File: src/hdl/sbss_pkg.sv
// Shared types and constants for the song bytecode step sequencer.
`timescale 1ns / 1ps

package sbss_pkg;

  // request operations
  localparam logic [1:0] OP_TICK  = 2'd0;
  localparam logic [1:0] OP_START = 2'd1;
  localparam logic [1:0] OP_BYTE  = 2'd2;

  // result kinds
  localparam logic [2:0] KIND_FETCH      = 3'd0;
  localparam logic [2:0] KIND_NOTE_START = 3'd1;
  localparam logic [2:0] KIND_NOTE_END   = 3'd2;
  localparam logic [2:0] KIND_INSTRUMENT = 3'd3;
  localparam logic [2:0] KIND_VOLUME     = 3'd4;
  localparam logic [2:0] KIND_LED_ON     = 3'd5;
  localparam logic [2:0] KIND_LED_OFF    = 3'd6;
  localparam logic [2:0] KIND_ENDED      = 3'd7;

  // song opcodes (high nibble of a command byte)
  localparam logic [3:0] SONG_END_CODE       = 4'd8;
  localparam logic [3:0] REST_CODE           = 4'd9;
  localparam logic [3:0] SET_CHANNELS_CODE   = 4'd10;
  localparam logic [3:0] SET_INSTRUMENT_CODE = 4'd11;
  localparam logic [3:0] SET_VOLUME_CODE     = 4'd12;
  localparam logic [3:0] SET_SPEED_CODE      = 4'd13;

  // reset values
  localparam logic [7:0] TICKS_PER_STEP_RESET = 8'd10;
  localparam logic [3:0] CHANNELS_RESET       = 4'd4;
  localparam logic [7:0] STEPS_PER_BEAT_RESET = 8'd4;

  // queue between front and back, in bundles
  localparam int QUEUE_DEPTH = 4;
  localparam int QUEUE_AW    = $clog2(QUEUE_DEPTH);

  typedef struct packed {
    logic [1:0]  operation;
    logic [15:0] start_address;
    logic [7:0]  song_byte;
  } request_t;

  typedef struct packed {
    logic [2:0]  kind;
    logic [15:0] fetch_address;
    logic [3:0]  channel;
    logic [7:0]  value;
    logic        last;
  } result_t;

  // all results caused by one request, oldest in slot 0
  typedef struct packed {
    logic [1:0]        count;
    result_t [2:0]     slot;
  } bundle_t;

endpackage

File: src/hdl/sbss_front.sv
// Front end: accepts requests, runs the song parser state and builds result bundles.
`timescale 1ns / 1ps

module sbss_front (
  input  logic                clk,
  input  logic                rst,
  input  logic                accept,
  input  sbss_pkg::request_t  request,
  input  logic                cfg_write,
  input  logic [7:0]          cfg_data,
  output logic                bundle_push,
  output sbss_pkg::bundle_t   bundle
);

  localparam logic [1:0] PH_IDLE = 2'd0;
  localparam logic [1:0] PH_CMD  = 2'd1;
  localparam logic [1:0] PH_ARG  = 2'd2;
  localparam logic [1:0] PH_NOTE = 2'd3;

  logic [7:0]  steps_per_beat;
  logic [7:0]  tick_count, tick_count_next;
  logic [7:0]  ticks_per_step, ticks_per_step_next;
  logic        step_pending, step_pending_next;
  logic        playing, playing_next;
  logic [15:0] song_address, song_address_next;
  logic [3:0]  channels_in_use, channels_in_use_next;
  logic [7:0]  step_in_beat, step_in_beat_next;
  logic [1:0]  parse_phase, parse_phase_next;
  logic [3:0]  held_opcode, held_opcode_next;
  logic [3:0]  held_argument, held_argument_next;
  logic [3:0]  note_index, note_index_next;

  function automatic sbss_pkg::result_t mk(input logic [2:0] kind, input logic [15:0] addr,
                                           input logic [3:0] ch, input logic [7:0] val);
    sbss_pkg::result_t r;
    r.kind          = kind;
    r.fetch_address = addr;
    r.channel       = ch;
    r.value         = val;
    r.last          = 1'b0;
    return r;
  endfunction

  // three ordered slots: mixer/led-off result, step-level result, step-start fetch
  sbss_pkg::result_t ca, cb, cc;
  logic              va, vb, vc;
  logic              do_end_step, allow_try;
  logic [3:0]        op_hi, arg_lo, ni;
  logic [7:0]        sib, tc1, b;
  logic [1:0]        cnt;

  always_comb begin
    tick_count_next      = tick_count;
    ticks_per_step_next  = ticks_per_step;
    step_pending_next    = step_pending;
    playing_next         = playing;
    song_address_next    = song_address;
    channels_in_use_next = channels_in_use;
    step_in_beat_next    = step_in_beat;
    parse_phase_next     = parse_phase;
    held_opcode_next     = held_opcode;
    held_argument_next   = held_argument;
    note_index_next      = note_index;
    ca = '0; cb = '0; cc = '0;
    va = 1'b0; vb = 1'b0; vc = 1'b0;
    do_end_step = 1'b0;
    allow_try   = 1'b0;
    b      = request.song_byte;
    op_hi  = b[7:4];
    arg_lo = b[3:0];
    ni     = note_index + 4'd1;
    tc1    = tick_count + 8'd1;
    sib    = step_in_beat + 8'd1;

    case (request.operation)
      sbss_pkg::OP_TICK: begin
        if (tc1 == ticks_per_step) begin
          tick_count_next   = '0;
          step_pending_next = 1'b1;
        end else begin
          tick_count_next = tc1;
        end
        allow_try = 1'b1;
      end
      sbss_pkg::OP_START: begin
        parse_phase_next  = PH_IDLE;
        song_address_next = request.start_address;
        playing_next      = 1'b1;
        allow_try         = 1'b1;
      end
      sbss_pkg::OP_BYTE: begin
        case (parse_phase)
          PH_CMD: begin
            if (op_hi == sbss_pkg::SONG_END_CODE) begin
              playing_next     = 1'b0;
              parse_phase_next = PH_IDLE;
              va = 1'b1; ca = mk(sbss_pkg::KIND_LED_OFF, '0, '0, '0);
              vb = 1'b1; cb = mk(sbss_pkg::KIND_ENDED, '0, '0, '0);
            end else if (op_hi == sbss_pkg::REST_CODE) begin
              song_address_next = song_address + 16'd1;
              do_end_step       = 1'b1;
            end else if (op_hi == sbss_pkg::SET_CHANNELS_CODE) begin
              channels_in_use_next = arg_lo;
              song_address_next    = song_address + 16'd1;
              vb = 1'b1; cb = mk(sbss_pkg::KIND_FETCH, song_address + 16'd1, '0, '0);
            end else if (op_hi == sbss_pkg::SET_INSTRUMENT_CODE ||
                         op_hi == sbss_pkg::SET_VOLUME_CODE ||
                         op_hi == sbss_pkg::SET_SPEED_CODE) begin
              held_opcode_next   = op_hi;
              held_argument_next = arg_lo;
              parse_phase_next   = PH_ARG;
              vb = 1'b1; cb = mk(sbss_pkg::KIND_FETCH, song_address + 16'd1, '0, '0);
            end else if (channels_in_use == 4'd0) begin
              do_end_step = 1'b1;
            end else begin
              // note row, this byte is channel 0
              if (b > 8'd1 && b < 8'd128) begin
                va = 1'b1; ca = mk(sbss_pkg::KIND_NOTE_START, '0, 4'd0, b);
              end else if (b == 8'd1) begin
                va = 1'b1; ca = mk(sbss_pkg::KIND_NOTE_END, '0, 4'd0, '0);
              end
              note_index_next = 4'd1;
              if (4'd1 >= channels_in_use) begin
                song_address_next = song_address + 16'(channels_in_use);
                do_end_step       = 1'b1;
              end else begin
                parse_phase_next = PH_NOTE;
                vb = 1'b1; cb = mk(sbss_pkg::KIND_FETCH, song_address + 16'd1, '0, '0);
              end
            end
          end
          PH_ARG: begin
            song_address_next = song_address + 16'd2;
            parse_phase_next  = PH_CMD;
            if (held_opcode == sbss_pkg::SET_INSTRUMENT_CODE) begin
              va = 1'b1; ca = mk(sbss_pkg::KIND_INSTRUMENT, '0, held_argument, b);
            end else if (held_opcode == sbss_pkg::SET_VOLUME_CODE) begin
              va = 1'b1; ca = mk(sbss_pkg::KIND_VOLUME, '0, held_argument, b);
            end else begin
              ticks_per_step_next = b;
            end
            vb = 1'b1; cb = mk(sbss_pkg::KIND_FETCH, song_address + 16'd2, '0, '0);
          end
          PH_NOTE: begin
            if (b > 8'd1 && b < 8'd128) begin
              va = 1'b1; ca = mk(sbss_pkg::KIND_NOTE_START, '0, note_index, b);
            end else if (b == 8'd1) begin
              va = 1'b1; ca = mk(sbss_pkg::KIND_NOTE_END, '0, note_index, '0);
            end
            note_index_next = ni;
            if (ni >= channels_in_use) begin
              song_address_next = song_address + 16'(channels_in_use);
              do_end_step       = 1'b1;
            end else begin
              parse_phase_next = PH_NOTE;
              vb = 1'b1; cb = mk(sbss_pkg::KIND_FETCH, song_address + 16'(ni), '0, '0);
            end
          end
          default: begin
          end
        endcase
      end
      default: begin
      end
    endcase

    if (do_end_step) begin
      parse_phase_next = PH_IDLE;
      vb = 1'b1;
      if (sib == steps_per_beat) begin
        step_in_beat_next = '0;
        cb = mk(sbss_pkg::KIND_LED_ON, '0, '0, '0);
      end else begin
        step_in_beat_next = sib;
        cb = mk(sbss_pkg::KIND_LED_OFF, '0, '0, '0);
      end
      allow_try = 1'b1;
    end

    if (allow_try && step_pending_next && playing_next && parse_phase_next == PH_IDLE) begin
      step_pending_next = 1'b0;
      parse_phase_next  = PH_CMD;
      vc = 1'b1; cc = mk(sbss_pkg::KIND_FETCH, song_address_next, '0, '0);
    end

    // pack the live slots to the front
    cnt = 2'(va) + 2'(vb) + 2'(vc);
    bundle.count   = cnt;
    bundle.slot[0] = va ? ca : (vb ? cb : cc);
    bundle.slot[1] = (va && vb) ? cb : cc;
    bundle.slot[2] = cc;
    case (cnt)
      2'd1:    bundle.slot[0].last = 1'b1;
      2'd2:    bundle.slot[1].last = 1'b1;
      2'd3:    bundle.slot[2].last = 1'b1;
      default: begin
      end
    endcase
    bundle_push = accept && (cnt != 2'd0);
  end

  always_ff @(posedge clk) begin
    if (rst) begin
      steps_per_beat  <= sbss_pkg::STEPS_PER_BEAT_RESET;
      tick_count      <= '0;
      ticks_per_step  <= sbss_pkg::TICKS_PER_STEP_RESET;
      step_pending    <= 1'b0;
      playing         <= 1'b0;
      song_address    <= '0;
      channels_in_use <= sbss_pkg::CHANNELS_RESET;
      step_in_beat    <= '0;
      parse_phase     <= PH_IDLE;
      held_opcode     <= '0;
      held_argument   <= '0;
      note_index      <= '0;
    end else begin
      if (cfg_write) begin
        steps_per_beat <= cfg_data;
      end
      if (accept) begin
        tick_count      <= tick_count_next;
        ticks_per_step  <= ticks_per_step_next;
        step_pending    <= step_pending_next;
        playing         <= playing_next;
        song_address    <= song_address_next;
        channels_in_use <= channels_in_use_next;
        step_in_beat    <= step_in_beat_next;
        parse_phase     <= parse_phase_next;
        held_opcode     <= held_opcode_next;
        held_argument   <= held_argument_next;
        note_index      <= note_index_next;
      end
    end
  end

endmodule

File: src/hdl/sbss_fifo.sv
// Small bundle queue between the front end and the result sequencer.
`timescale 1ns / 1ps

module sbss_fifo (
  input  logic               clk,
  input  logic               rst,
  input  logic               push,
  input  sbss_pkg::bundle_t  push_data,
  output logic               full,
  input  logic               pop,
  output logic               empty,
  output sbss_pkg::bundle_t  head
);

  sbss_pkg::bundle_t             mem [sbss_pkg::QUEUE_DEPTH];
  logic [sbss_pkg::QUEUE_AW-1:0] wr_ptr, rd_ptr;
  logic [sbss_pkg::QUEUE_AW:0]   count;
  logic                          do_push, do_pop;

  assign full    = (count == (sbss_pkg::QUEUE_AW+1)'(sbss_pkg::QUEUE_DEPTH));
  assign empty   = (count == '0);
  assign do_push = push && !full;
  assign do_pop  = pop && !empty;
  assign head    = mem[rd_ptr];

  always_ff @(posedge clk) begin
    if (do_push) begin
      mem[wr_ptr] <= push_data;
    end
  end

  always_ff @(posedge clk) begin
    if (rst) begin
      wr_ptr <= '0;
      rd_ptr <= '0;
      count  <= '0;
    end else begin
      if (do_push) wr_ptr <= wr_ptr + (sbss_pkg::QUEUE_AW)'(1);
      if (do_pop)  rd_ptr <= rd_ptr + (sbss_pkg::QUEUE_AW)'(1);
      if (do_push && !do_pop)      count <= count + (sbss_pkg::QUEUE_AW+1)'(1);
      else if (do_pop && !do_push) count <= count - (sbss_pkg::QUEUE_AW+1)'(1);
    end
  end

endmodule

File: src/hdl/sbss_back.sv
// Back end: walks each bundle and presents its results one at a time.
`timescale 1ns / 1ps

module sbss_back (
  input  logic               clk,
  input  logic               rst,
  input  logic               q_empty,
  input  sbss_pkg::bundle_t  q_head,
  output logic               q_pop,
  output logic               empty,
  input  logic               pop,
  output sbss_pkg::result_t  result
);

  sbss_pkg::bundle_t cur;
  logic              cur_valid;
  logic [1:0]        idx;
  logic              at_last, load;

  assign at_last = (idx == cur.count - 2'd1);
  // refill when nothing is shown or the last result of the bundle leaves
  assign load    = !cur_valid || (pop && at_last);
  assign q_pop   = load && !q_empty;
  assign empty   = !cur_valid;
  assign result  = cur.slot[idx];

  always_ff @(posedge clk) begin
    if (q_pop) begin
      cur <= q_head;
    end
  end

  always_ff @(posedge clk) begin
    if (rst) begin
      cur_valid <= 1'b0;
      idx       <= '0;
    end else if (load) begin
      cur_valid <= !q_empty;
      idx       <= '0;
    end else if (pop) begin
      idx <= idx + 2'd1;
    end
  end

  a_idx_in_range: assert property (@(posedge clk) disable iff (rst)
    cur_valid |-> (idx < cur.count))
    else $error("result index past bundle count");

  a_bundle_nonempty: assert property (@(posedge clk) disable iff (rst)
    cur_valid |-> (cur.count != 2'd0))
    else $error("empty bundle reached the back end");

  a_last_marks_end: assert property (@(posedge clk) disable iff (rst)
    cur_valid |-> (result.last == at_last))
    else $error("last flag does not match bundle end");

endmodule

File: src/hdl/song_bytecode_step_sequencer.sv
// Top level of the song bytecode step sequencer.
//
//  channel   signals                          direction  moves
//  request   push, full, request              in         tick, start, song byte
//  result    empty, pop, result               out        fetch, mixer, led, ended
//  config    cfg_valid, cfg_ready, cfg_data   in         steps_per_beat
//
// One request is taken every cycle while full is low; the front end settles all
// parser state in that cycle and queues a bundle of one to three results, if any.
// The back end shows one result per cycle while pop is high; each result stays
// until popped; the four-bundle queue absorbs bursts and full rises when it fills.
// Synchronous reset clears parser state, queue and output; cfg_ready is always high.
`timescale 1ns / 1ps

module song_bytecode_step_sequencer (
  input  logic                clk,
  input  logic                rst,
  input  logic                push,
  output logic                full,
  input  sbss_pkg::request_t  request,
  output logic                empty,
  input  logic                pop,
  output sbss_pkg::result_t   result,
  input  logic                cfg_valid,
  output logic                cfg_ready,
  input  logic [7:0]          cfg_data
);

  logic              accept, bundle_push, q_full, q_empty, q_pop;
  sbss_pkg::bundle_t bundle, q_head;

  assign cfg_ready = 1'b1;
  assign full      = q_full;
  assign accept    = push && !q_full;

  sbss_front u_front (
    .clk         (clk),
    .rst         (rst),
    .accept      (accept),
    .request     (request),
    .cfg_write   (cfg_valid && cfg_ready),
    .cfg_data    (cfg_data),
    .bundle_push (bundle_push),
    .bundle      (bundle)
  );

  sbss_fifo u_fifo (
    .clk       (clk),
    .rst       (rst),
    .push      (bundle_push),
    .push_data (bundle),
    .full      (q_full),
    .pop       (q_pop),
    .empty     (q_empty),
    .head      (q_head)
  );

  sbss_back u_back (
    .clk     (clk),
    .rst     (rst),
    .q_empty (q_empty),
    .q_head  (q_head),
    .q_pop   (q_pop),
    .empty   (empty),
    .pop     (pop),
    .result  (result)
  );

endmodule
File: config.mk
export PLATFORM = sky130hd
export DESIGN_NAME = song_bytecode_step_sequencer
export DESIGN_NICKNAME = d
export VERILOG_FILES = /design/src/hdl/sbss_pkg.sv /design/src/hdl/sbss_front.sv /design/src/hdl/sbss_fifo.sv /design/src/hdl/sbss_back.sv /design/src/hdl/song_bytecode_step_sequencer.sv
export SDC_FILE = /design/constraint.sdc
export NUM_CORES = 1
export LEC_CHECK = 0
export BUFFER_PORTS_ARGS = -buffer_cell sky130_fd_sc_hd__buf_2
export CAP_MARGIN = 20
export CORE_MARGIN = 2
export CORE_UTILIZATION = 53
export CTS_CLUSTER_DIAMETER = 50
export DETAILED_ROUTE_END_ITERATION = 8
export HOLD_SLACK_MARGIN = 0.12
export MAX_ROUTING_LAYER = met4
export PLACE_DENSITY_LB_ADDON = 0.05
export SYNTH_ARGS = -nofsm -noshare
export SYNTH_HDL_FRONTEND = slang
export SYNTH_SLANG_ARGS = --single-unit
export TNS_END_PERCENT = 100
File: constraint.sdc
create_clock -name clk -period 6.61 [get_ports clk]
set_input_delay 0.3305 -clock clk [delete_from_list [all_inputs] [get_ports clk]]
set_output_delay 0.3305 -clock clk [all_outputs]
set_load 0.005 [all_outputs]
==> impl_metrics.py, run 1 <==
metrics = {
    "run_status": {
        "run_status": "completed",
    },
    "setup_path": {
        "criticalPathCategory": "register to register",
        "start_kind": "register",
        "path_buf_inv": 2,
        "cp.arrival_ps": 5780,
        "critPathCaptureType": "register",
        "reg2reg_to": "u_fifo.count[2]",
        "reg2reg_depth": 17,
        "cp_data_required_time_ps": 7120,
        "slowest_delay_ps": 720,
        "reg2reg_slack_ps": 1340,
        "critPathMaxFanout": 11,
        "timing.rr.start": "u_front.note_index[0]",
        "cp_common_cell": "ha_1",
        "crit_chain": "ha_1 -> ha_1 -> a2111oi_2 -> o21ai_0 -> o311a_2 -> o221ai_2 -> or2_1 -> inv_2 -> fa_1 -> nor2_1 -> nor2_1 -> ha_1 -> inv_1 -> fa_1 -> xor2_1 -> or3_1 -> a21oi_1",
        "critPathTopFamily": "adder cells",
        "slowest_stage": "fa_1",
    },
    "synthesis": {
        "synth-xor-area-share": 0.0245,
        "synthAdderAreaFrac": 0.0190,
        "netlist-cell-type-count": 107,
        "ys_seq_elements": 433,
        "synth_top_family_by_area": "simple AND/OR/NAND/NOR gates",
        "muxShareOfSynthArea": 0.0992,
        "synth_seq_area_share": 0.590,
        "synth_edf_count": 355,
        "ys_warn_count": 0,
        "synth_top_area_frac": 0.515,
        "synth_ff_type": "edfxtp_1",
        "avgSynthCellArea_um2": 12.7,
        "postSynthCellCount": 1635,
        "syn_area_um2": 20700,
        "synth_nets": 1703,
        "async_flop_share": 0,
        "synth-simple-area-share": 0.117,
        "synth_area_leaders": "edfxtp_1 (51%), mux4_2 (7.7%), dfxtp_1 (7.5%), nor2_1 (3.1%), nand2_1 (2.3%)",
        "synth_compound_area_frac": 0.115,
        "synth_top_area_cell": "edfxtp_1",
    },
    "global_route": {
        "busiest_layer": "met2",
        "use_met3": 0.0392,
        "overflow": 0,
        "grtUsageTotal": 0.282,
        "grt_first_pass_wirelength_um": 84300,
        "met2_usage": 0.431,
        "grt_pass1_vias": 13700,
        "use_met1": 0.388,
        "grt_max_degree": 77,
        "antenna_found_initial": 0,
    },
    "placed_design": {
        "gp_congestion": 0.917,
        "hpwl_um": 37700,
        "io_buffers": 72,
        "place_ws_ps": 1360,
    },
    "min_path": {
        "hp-class": "input pin to register",
        "holdPathStages": 3,
        "holdPathEnd": "u_front.steps_per_beat[2]",
        "worstHoldStart": "cfg_valid",
    },
    "timing": {
        "clock_skew_ps": 37.5,
        "setup_viol": 0,
        "setup_tns_ps": 0,
        "fin_crit_ps": 5270,
        "max_freq_ghz": 0.190,
        "hold_viol_final": 0,
        "final_max_slew_viol_count": 0,
        "worst_pin_slew_ps": 1020,
        "fin_crit_sh": 0.797,
        "slew_headroom": 0.312,
        "grt_setup_unrepaired": "no",
        "fin_ws_ps": 1340,
    },
    "floorplanning": {
        "die_h_um": 202,
        "die_w_um": 202,
        "dieArea_um2": 40700,
        "core_area_um2": 38600,
        "ios": 74,
        "start_util": 0.537,
        "num_rows": 72,
    },
    "cts": {
        "numCtsBuffers": 47,
        "clock_sinks": 433,
        "cts_tree": "built",
        "post-cts-setup-buffer-count": 0,
        "clock_latency_ps": 600,
        "cts-root-buf": "clkbuf_16",
        "clock_path_buffers": 3,
        "cts-hold-fix-buffers": 13,
        "clk_pin_slew_worst_paths_ps": 60,
        "h-tree-depth": 2,
        "cts_resized": 0,
    },
    "pwr": {
        "p_leak_nw": 8.10,
        "p_per_area_nw_per_um2": 319,
        "ir_drop_uv": 241,
    },
    "drt": {
        "wl_per_cell_um": 24.3,
        "viasPerCell": 6.18,
        "num_vias": 14000,
        "wl_um": 54900,
        "drtIter0Drc": 1362,
        "drc_errors": 0,
        "antenna_left": 0,
        "firstDrtPassIters": 5,
    },
    "cells_and_area": {
        "drive_gt1_frac": 0.172,
        "area_delta_synth_final_pct": 11.8,
        "layout.nets": 1776,
        "antenna_cells": 0,
        "fillers": 3125,
    },
    "run": {
        "max_cap_violations": 0,
    },
}
==> flip-flops by register name, indices dropped and copies added (netlist names), 8 cells and up <==
register	count
u_back.cur	71
u_front.step_in_beat	8
u_front.steps_per_beat	8
u_front.ticks_per_step	8
u_fifo.mem	284
u_front.tick_count	8
u_front.song_address	16
==> power breakdown <==
group | switching, mW | total [mW] | internal (mW)
Clock | 1.09 | 2.51 | 1.42
Combinational | 0.753 | 1.35 | 0.596
Sequential | 0.217 | 3.52 | 3.30
==> worst register-to-register path: stages, from the launching register on <==
cell	delay (ps)
dfxtp_1	440
ha_1	330
ha_1	340
a2111oi_2	460
o21ai_0	210
o311a_2	240
o221ai_2	200
or2_1	210
inv_2	160
fa_1	720
nor2_1	70
nor2_1	410
ha_1	280
inv_1	70
fa_1	430
xor2_1	170
or3_1	300
a21oi_1	140
==> placed cells by master, fill, tap and decap left out, types with 18 or more instances in the layout <==
cell and instances:
a21oi_1 87, and2_1 21, buf_2 72, buf_4 34, clkbuf_16 48, dfxtp_1 76
edfxtp_1 355, ha_1 25, inv_1 37, mux2i_1 42, mux4_2 71, nand2_1 126
nand3_1 38, nor2_1 172, nor3_1 23, o21ai_0 82, o22ai_1 28, or3_1 18
xnor2_1 34, xor2_1 24
==> cell usage after synthesis (all sizes together) (4+ instances only) <==
cell	n
a2111oi	6
a211oi	16
a21o	12
a21oi	89
a221oi	11
a22oi	7
a31oi	14
a32oi	4
a41oi	4
and2	26
and3	13
buf	42
clkbuf	58
dfxtp	78
edfxtp	355
fa	4
ha	25
inv	39
mux2i	42
mux4	71
nand2	130
nand2b	16
nand3	39
nand3b	5
nand4	11
nor2	173
nor2b	15
nor3	25
nor3b	5
o2111ai	5
o211ai	11
o21a	7
o21ai	89
o221ai	4
o22ai	28
o311ai	5
o31ai	10
o32ai	4
or2	7
or3	19
xnor2	34
xor2	24
==> stage by stage <==
step                instances  utilization  hold WS [ps]  power, mW  instance area [um^2]
finish                   2263        0.600           171       7.38                 23100
global route             2263        0.600           180       7.67                 23100
CTS                      2263        0.600           147       7.44                 23100
detailed placement       2164        0.558           462       4.94                 21500
global placement         2164        0.558           459       4.92                 21500
floorplan                1635            -           439       4.49                 20700
==> cell type report <==
type / instances / area, um^2 / share of cell area
inverters: 39 / 146 / 0.00632
multi-input cells: 1063 / 7790 / 0.337
repair buffers: 124 / 846 / 0.0365
flip-flops and latches: 433 / 12200 / 0.528
clock inverters: 22 / 195 / 0.00843
well taps: 518 / 648 / 0.0280
clock buffers: 64 / 1290 / 0.0558
==> cell families after synthesis <==
logic type      Yosys count
compound gates          358
simple gates            501
flops                   433
fa+ha+maj                29
buf+inv                 139
mux                     116
xor+xnor                 58
other cells               1
==> per-layer routing <==
metal | wire, um | part of all wire | up-vias
li1 | - | - | 6375
met1 | 24400 | 0.44 | 6985
met2 | 25200 | 0.46 | 519
met3 | 3420 | 0.062 | 109
met4 | 1990 | 0.036 | 0
met5 | 0 | 0 | -
==> worst max-delay path by stage <==
stage                               start              end  slack [ps]  cells after the start
global placement    u_front.note_index[0]  u_fifo.count[2]        1490                     17
finish              u_front.note_index[0]  u_fifo.count[2]        1340                     17
CTS                 u_front.note_index[0]  u_fifo.count[2]        1350                     17
global route        u_front.note_index[0]  u_fifo.count[2]         990                     17
floorplan                   u_back.idx[0]  u_fifo.count[2]         840                     12
detailed placement  u_front.note_index[0]  u_fifo.count[2]        1360                     17
No activity file was read; power rests on OpenSTA's default activity.
==> inputs of run 2 (changes only) <==
--- a/config.mk
+++ b/config.mk
@@ -5,6 +5,7 @@
 export SDC_FILE = /design/constraint.sdc
 export NUM_CORES = 1
 export LEC_CHECK = 0
+export ABC_AREA = 1
 export BUFFER_PORTS_ARGS = -buffer_cell sky130_fd_sc_hd__buf_2
 export CAP_MARGIN = 20
 export CORE_MARGIN = 2
==> constraint.sdc (replaced) <==
create_clock -name clk -period 4.4 [get_ports clk]
set_input_delay 0.22 -clock clk [delete_from_list [all_inputs] [get_ports clk]]
set_output_delay 0.22 -clock clk [all_outputs]
set_load 0.005 [all_outputs]
==> run 2 against run 1 <==
  * Sequential cell count unchanged
  * Wire length up 2.5%
  * Worst setup slack worse by 980 ps
==> impl_metrics.py, run 2 <==
metrics = {
    "synthesis": {
        "netlist-cell-type-count": 52,
        "synth_top_area_frac": 0.519,
        "synthTopCellsByCount": "edfxtp_1 (355), nand2_1 (353), nor2_1 (337), o21ai_0 (249), inv_1 (137)",
        "async_flop_share": 0,
        "syn_area_um2": 20500,
        "ys_seq_elements": 433,
        "synth_nets": 2238,
        "synth_edf_count": 355,
        "synth_ff_type": "edfxtp_1",
        "synth_most_common_cell": "edfxtp_1",
        "postSynthCellCount": 2170,
        "synth_top_area_cell": "edfxtp_1",
        "avgSynthCellArea_um2": 9.47,
        "synth_area_leaders": "edfxtp_1 (52%), dfxtp_1 (7.6%), nand2_1 (6.4%), nor2_1 (6.2%), o21ai_0 (6.1%)",
        "ys_warn_count": 0,
        "synth_seq_area_share": 0.595,
    },
    "min_path": {
        "hp-class": "input pin to register",
        "holdPathStages": 5,
    },
    "cts": {
        "cts-root-buf": "clkbuf_16",
        "cts_tree": "built",
        "clock_sinks": 433,
        "numCtsBuffers": 47,
        "clk_pin_slew_worst_paths_ps": 60,
        "clock_path_buffers": 3,
        "h-tree-depth": 2,
        "clock_latency_ps": 580,
    },
    "setup_path": {
        "path_buf_inv": 3,
        "crit_chain": "nand3_1 -> xor2_2 -> ha_1 -> nand2_1 -> inv_1 -> nand3_1 -> nand3_1 -> nand2_1 -> nand2_2 -> nand2_2 -> o21ai_1 -> nand2_1 -> nor2_4 -> fa_2 -> inv_1 -> a21oi_4 -> ha_1 -> inv_1 -> fa_1 -> a21oi_1 -> o21ai_0 -> o21ai_0 -> a21oi_1",
        "setup.worst_path.end": "u_fifo.count[2]",
        "critPathCaptureType": "register",
        "setup.worst_path.start": "u_front.note_index[2]",
        "critPathMaxFanout": 5,
        "critPathTopFamily": "adder cells",
        "reg2reg_to": "u_fifo.count[2]",
        "criticalPathCategory": "register to register",
        "slowest_stage": "fa_2",
        "slowest_delay_ps": 570,
        "start_kind": "register",
        "cp.arrival_ps": 4500,
        "crit_cells": 23,
        "cp_data_required_time_ps": 4860,
        "reg2reg_slack_ps": 370,
        "timing.rr.start": "u_front.note_index[2]",
        "reg2reg_depth": 23,
    },
    "drt": {
        "antenna_left": 0,
        "drc_errors": 0,
        "route.met3.wl_um": 3680,
        "viasPerCell": 5.75,
        "wl_per_cell_um": 20.0,
        "dr_wl_met2_um": 25300,
        "dr.max_layer_used": "met4",
        "drtIter0Drc": 1425,
        "firstDrtPassIters": 6,
        "m1WireLength_um": 26200,
        "num_vias": 16200,
        "wl_um": 56300,
    },
    "cells_and_area": {
        "regMostFlops": "u_fifo.mem",
        "finalInstanceArea_um2": 23400,
        "antenna_cells": 0,
        "reg_top3": "u_fifo.mem: 284 flops, u_back.cur: 71 flops, u_front.song_address: 16 flops",
        "layout.nets": 2324,
        "layout_common_cells": "edfxtp_1 (355), nand2_1 (353), nor2_1 (333)",
        "drive_gt1_frac": 0.107,
        "layout.cells.non_filler": 2812,
        "final_common_cell": "edfxtp_1",
        "area_delta_synth_final_pct": 13.9,
        "largest_reg_flops": 284,
    },
    "timing": {
        "grt_setup_unrepaired": "no",
        "fin_crit_ps": 4030,
        "hold_viol_final": 0,
        "fin_crit_sh": 0.917,
        "slew_headroom": 0.363,
        "setup_tns_ps": 0,
        "max_freq_ghz": 0.248,
        "worst_pin_slew_ps": 947,
        "final_max_slew_viol_count": 0,
        "clock_skew_ps": 23.7,
        "setup_viol": 0,
    },
    "floorplanning": {
        "die_w_um": 201,
        "dieArea_um2": 40400,
        "die_h_um": 201,
        "ios": 74,
        "start_util": 0.534,
        "num_rows": 72,
        "core_area_um2": 38500,
    },
    "pwr": {
        "p_per_area_nw_per_um2": 515,
        "ir_drop_uv": 353,
        "p_leak_nw": 9.01,
    },
    "global_route": {
        "grtUsageTotal": 0.287,
        "grt_pass1_vias": 14600,
        "overflow": 0,
        "grt_max_degree": 81,
        "grt_first_pass_wirelength_um": 86300,
        "antenna_found_initial": 0,
    },
    "run_status": {
        "run_status": "completed",
    },
    "placed_design": {
        "gp_congestion": 1.01,
        "place_area_um2": 21500,
        "io_buffers": 72,
        "hpwl_um": 36900,
        "dp_cells": 2689,
    },
    "run": {
        "max_cap_violations": 0,
    },
}
run 2: area by class of cell:
cell class | count | area, um^2
tap | 518 | 648
sequential | 433 | 12200
clock buffer | 66 | 1350
timing repair buffer | 147 | 1070
fill | 3321 | 15100
clock inverter | 21 | 153
multi-input combinational | 1478 | 7380
inverter | 149 | 561
run 2: worst reg2reg max path, stage by stage (launching register included):
cell and delay [ps]:
dfxtp_4 390, nand3_1 130, xor2_2 220, ha_1 330, nand2_1 70, inv_1 40
nand3_1 80, nand3_1 80, nand2_1 100, nand2_2 100, nand2_2 110, o21ai_1 70
nand2_1 140, nor2_4 60, fa_2 570, inv_1 80, a21oi_4 200, ha_1 170
inv_1 80, fa_1 430, a21oi_1 150, o21ai_0 120, o21ai_0 160, a21oi_1 50
run 2: repair_timing:
action                                  4_1_cts  5_1_grt
hold buffers                                 34        0
setup buffers                                 0        2
hold endpoints to repair                     47        0
endpoints found under the setup margin        0        1
gates resized for setup                       0        8
run 2: worst min-delay path by stage:
stage | from | end | slack (ps)
global route | request[19] | u_front.song_address[11] | 220
CTS | request[18] | u_front.song_address[10] | 120
floorplan | rst | u_front.parse_phase[1] | 300
finish | request[18] | u_front.song_address[10] | 150
global placement | cfg_data[2] | u_front.steps_per_beat[2] | 440
detailed placement | cfg_data[2] | u_front.steps_per_beat[2] | 450
run 2: per-layer routing:
metal / track usage / vias up
met4: 0.0778 / 0
met3: 0.0381 / 99
met2: 0.427 / 552
li1: - / 7744
met1: 0.416 / 7784
met5: - / -
run 2: per-stage QoR:
stage	hold WS (ps)	power [mW]	setup slack, ps	utilization
after detailed placement	447	8.33	292	0.559
after floorplan	298	7.27	36.6	-
after CTS	124	12.1	271	0.607
after global placement	439	8.27	300	0.559
final	153	12.0	365	0.608
after global routing	215	12.7	8.30	0.608
run 2: logic make-up (layout without fill, tap and decap cells):
logic type,Yosys count,after routing,share of synthesized area
compound gates,508,508,0.135
flops,433,433,0.595
simple gates,904,904,0.186
buf+inv,259,383,0.0497
fa+ha+maj,29,29,0.0191
xor+xnor,36,36,0.0153
other cells,1,1,0.000182
run 2: power by group:
part | switching (mW) | internal, mW
combinational | 1.96 | 0.897
sequential | 0.301 | 5.11
clock | 1.61 | 2.17
==> inputs of run 3 (changes only) <==
==> constraint.sdc (replaced) <==
create_clock -name clk -period 3.8 [get_ports clk]
set_input_delay 0.19 -clock clk [delete_from_list [all_inputs] [get_ports clk]]
set_output_delay 0.19 -clock clk [all_outputs]
set_load 0.005 [all_outputs]
==> run 3 against run 2 <==
  * Critical path depth unchanged
  * Largest cell class unchanged
  * First-iteration DRC count grew 6.2%
  * Global-route usage rose by 1.1 points
  * Via count increased by 0.68%
  * Register-to-register slack worse by 180 ps
  * Worst setup slack worse by 180 ps
  * Total power rose by 17%
  * Hold slack got worse by 13 ps
==> impl_metrics.py, run 3 (synthesis results as in run 2) <==
metrics = {
    "run_status": {
        "run_status": "completed",
    },
    "floorplanning": {
        "core_area_um2": 38500,
        "die_w_um": 201,
        "num_rows": 72,
        "dieArea_um2": 40400,
        "ios": 74,
        "die_h_um": 201,
        "start_util": 0.534,
    },
    "global_route": {
        "grtUsageTotal": 0.298,
        "overflow": 0,
        "grt_max_degree": 103,
        "grt_first_pass_wirelength_um": 89800,
        "grt_pass1_vias": 15900,
        "antenna_found_initial": 1,
    },
    "drt": {
        "drc_errors": 0,
        "firstDrtPassIters": 5,
        "wl_um": 57900,
        "antenna_left": 0,
        "wl_per_cell_um": 20.3,
        "viasPerCell": 5.72,
        "num_vias": 16300,
        "drtIter0Drc": 1514,
    },
    "pwr": {
        "p_per_area_nw_per_um2": 594,
        "pwr-share-comb": 0.241,
        "p_int_mw": 9.53,
        "p_leak_nw": 9.19,
        "seqPwrFrac": 0.441,
        "swShare": 0.325,
        "ir_drop_uv": 352,
        "p_clk_frac": 0.318,
        "power.switching_mw": 4.60,
    },
    "setup_path": {
        "critPathCaptureType": "register",
        "criticalPathCategory": "register to register",
        "start_kind": "register",
        "cp.arrival_ps": 4100,
        "setup.worst_path.end": "u_fifo.count[2]",
        "critPathMaxFanout": 5,
        "setup.worst_path.start": "u_front.note_index[0]",
        "reg2reg_to": "u_fifo.count[2]",
        "reg2reg_slack_ps": 190,
        "reg2reg_depth": 23,
        "timing.rr.start": "u_front.note_index[0]",
        "cp_data_required_time_ps": 4280,
    },
    "cells_and_area": {
        "drive_gt1_frac": 0.124,
        "reg_top3": "u_fifo.mem: 284 flops, u_back.cur: 71 flops, u_front.song_address: 16 flops",
        "area_delta_synth_final_pct": 15.7,
        "finalInstanceArea_um2": 23800,
        "fillers": 3229,
        "layout_common_cells": "edfxtp_1 (355), nand2_1 (349), nor2_1 (333)",
        "regMostFlops": "u_fifo.mem",
        "layout.cells.non_filler": 2848,
        "final_common_cell": "edfxtp_1",
        "largest_reg_flops": 284,
        "layout.nets": 2357,
    },
    "timing": {
        "max_freq_ghz": 0.277,
        "clock_skew_ps": 27.7,
        "hold_viol_final": 0,
        "slew_headroom": 0.299,
        "fin_ws_ps": 186,
        "fin_crit_ps": 3610,
        "whs_ps": 141,
        "final_max_slew_viol_count": 0,
        "worst_pin_slew_ps": 1050,
        "setup_viol": 0,
        "fin_crit_sh": 0.951,
    },
    "cts": {
        "clock_sinks": 433,
        "cts-root-buf": "clkbuf_16",
        "clock_latency_ps": 600,
        "clk_pin_slew_worst_paths_ps": 60,
        "h-tree-depth": 2,
        "numCtsBuffers": 49,
        "clock_path_buffers": 3,
        "cts_tree": "built",
    },
    "placed_design": {
        "dp_cells": 2714,
        "place_area_um2": 21800,
        "place_ws_ps": -46.7,
        "io_buffers": 72,
        "gp_congestion": 0.958,
        "hpwl_um": 37600,
    },
    "min_path": {
        "hp-class": "input pin to register",
    },
    "run": {
        "max_cap_violations": 0,
    },
}
## run 3: cell types whose count changed in the layout (fill, tap and decap cells not counted), sizes merged
cell / change
bufinv: +1
dlygate4sd3: +4
diode: +3
inv: +1
clkinv: +5
buf: +27
clkbuf: -5
## run 3: power by group through the flow
stage,Sequential [mW],Combinational (mW),Clock [mW]
floorplan,6.17,2.25,0
global placement,6.32,3.28,0
global route,6.30,3.81,4.75
CTS,6.23,3.38,4.55
detailed placement,6.33,3.34,0
finish,6.23,3.40,4.49
## run 3: area by class of cell
| class | instances | area [um^2] | area share |
|---|---|---|---|
| clock buffer | 61 | 1310 | 0.0553 |
| antenna | 3 | 7.51 | 0.000316 |
| sequential | 433 | 12200 | 0.515 |
| inverter | 149 | 567 | 0.0238 |
| multi-input combinational | 1478 | 7450 | 0.313 |
| clock inverter | 28 | 206 | 0.00869 |
| timing repair buffer | 178 | 1340 | 0.0563 |
| tap | 518 | 648 | 0.0273 |
## run 3: worst min-delay path by stage
stage / end / depth (start not counted) / from / slack [ps]
floorplan: u_front.parse_phase[1] / 1 / rst / 270
global placement: u_front.steps_per_beat[6] / 3 / cfg_data[6] / 410
detailed placement: u_front.steps_per_beat[2] / 3 / cfg_data[2] / 420
CTS: u_front.song_address[14] / 5 / request[22] / 120
global route: u_front.song_address[14] / 5 / request[22] / 180
finish: u_front.song_address[14] / 5 / request[22] / 140
## run 3: through the flow
stage | total power [mW] | util | setup TNS, ps
after detailed placement | 9.67 | 0.566 | -46.7
after floorplan | 8.42 | - | -105870
after global routing | 14.9 | 0.618 | -8.20
after global placement | 9.60 | 0.566 | 0
after CTS | 14.2 | 0.615 | 0
final | 14.1 | 0.618 | 0
## run 3: what timing repair did
item,CTS,global route
setup endpoints to repair,1,94
hold buffers,38,0
hold endpoints to repair,56,0
pin swaps,0,17
gates resized for setup,2,18
buffers inserted,0,4
## run 3: metal layers
layer,up-vias,track usage,wire (um)
met5,-,-,0
met4,0,0.0937,1720
met3,123,0.0513,4180
met2,547,0.446,25900
met1,7802,0.417,26100
li1,7817,-,-
## run 3: worst max-delay path: stages (launching register included)
cell     delay, ps
dfxtp_4        370
ha_4           170
xor2_2         140
ha_1           300
nand2_2         80
inv_2           40
nand3_2         60
nand3_2         80
nand2_2        120
nand2_4         70
nand2_4         70
o21ai_2         60
nand2_2        100
nor2_4          50
fa_2           580
inv_2           50
a21oi_4        180
ha_4           170
inv_4           40
fa_2           360
a21oi_2        140
o21ai_2         70
o21ai_1        150
a21oi_1         50
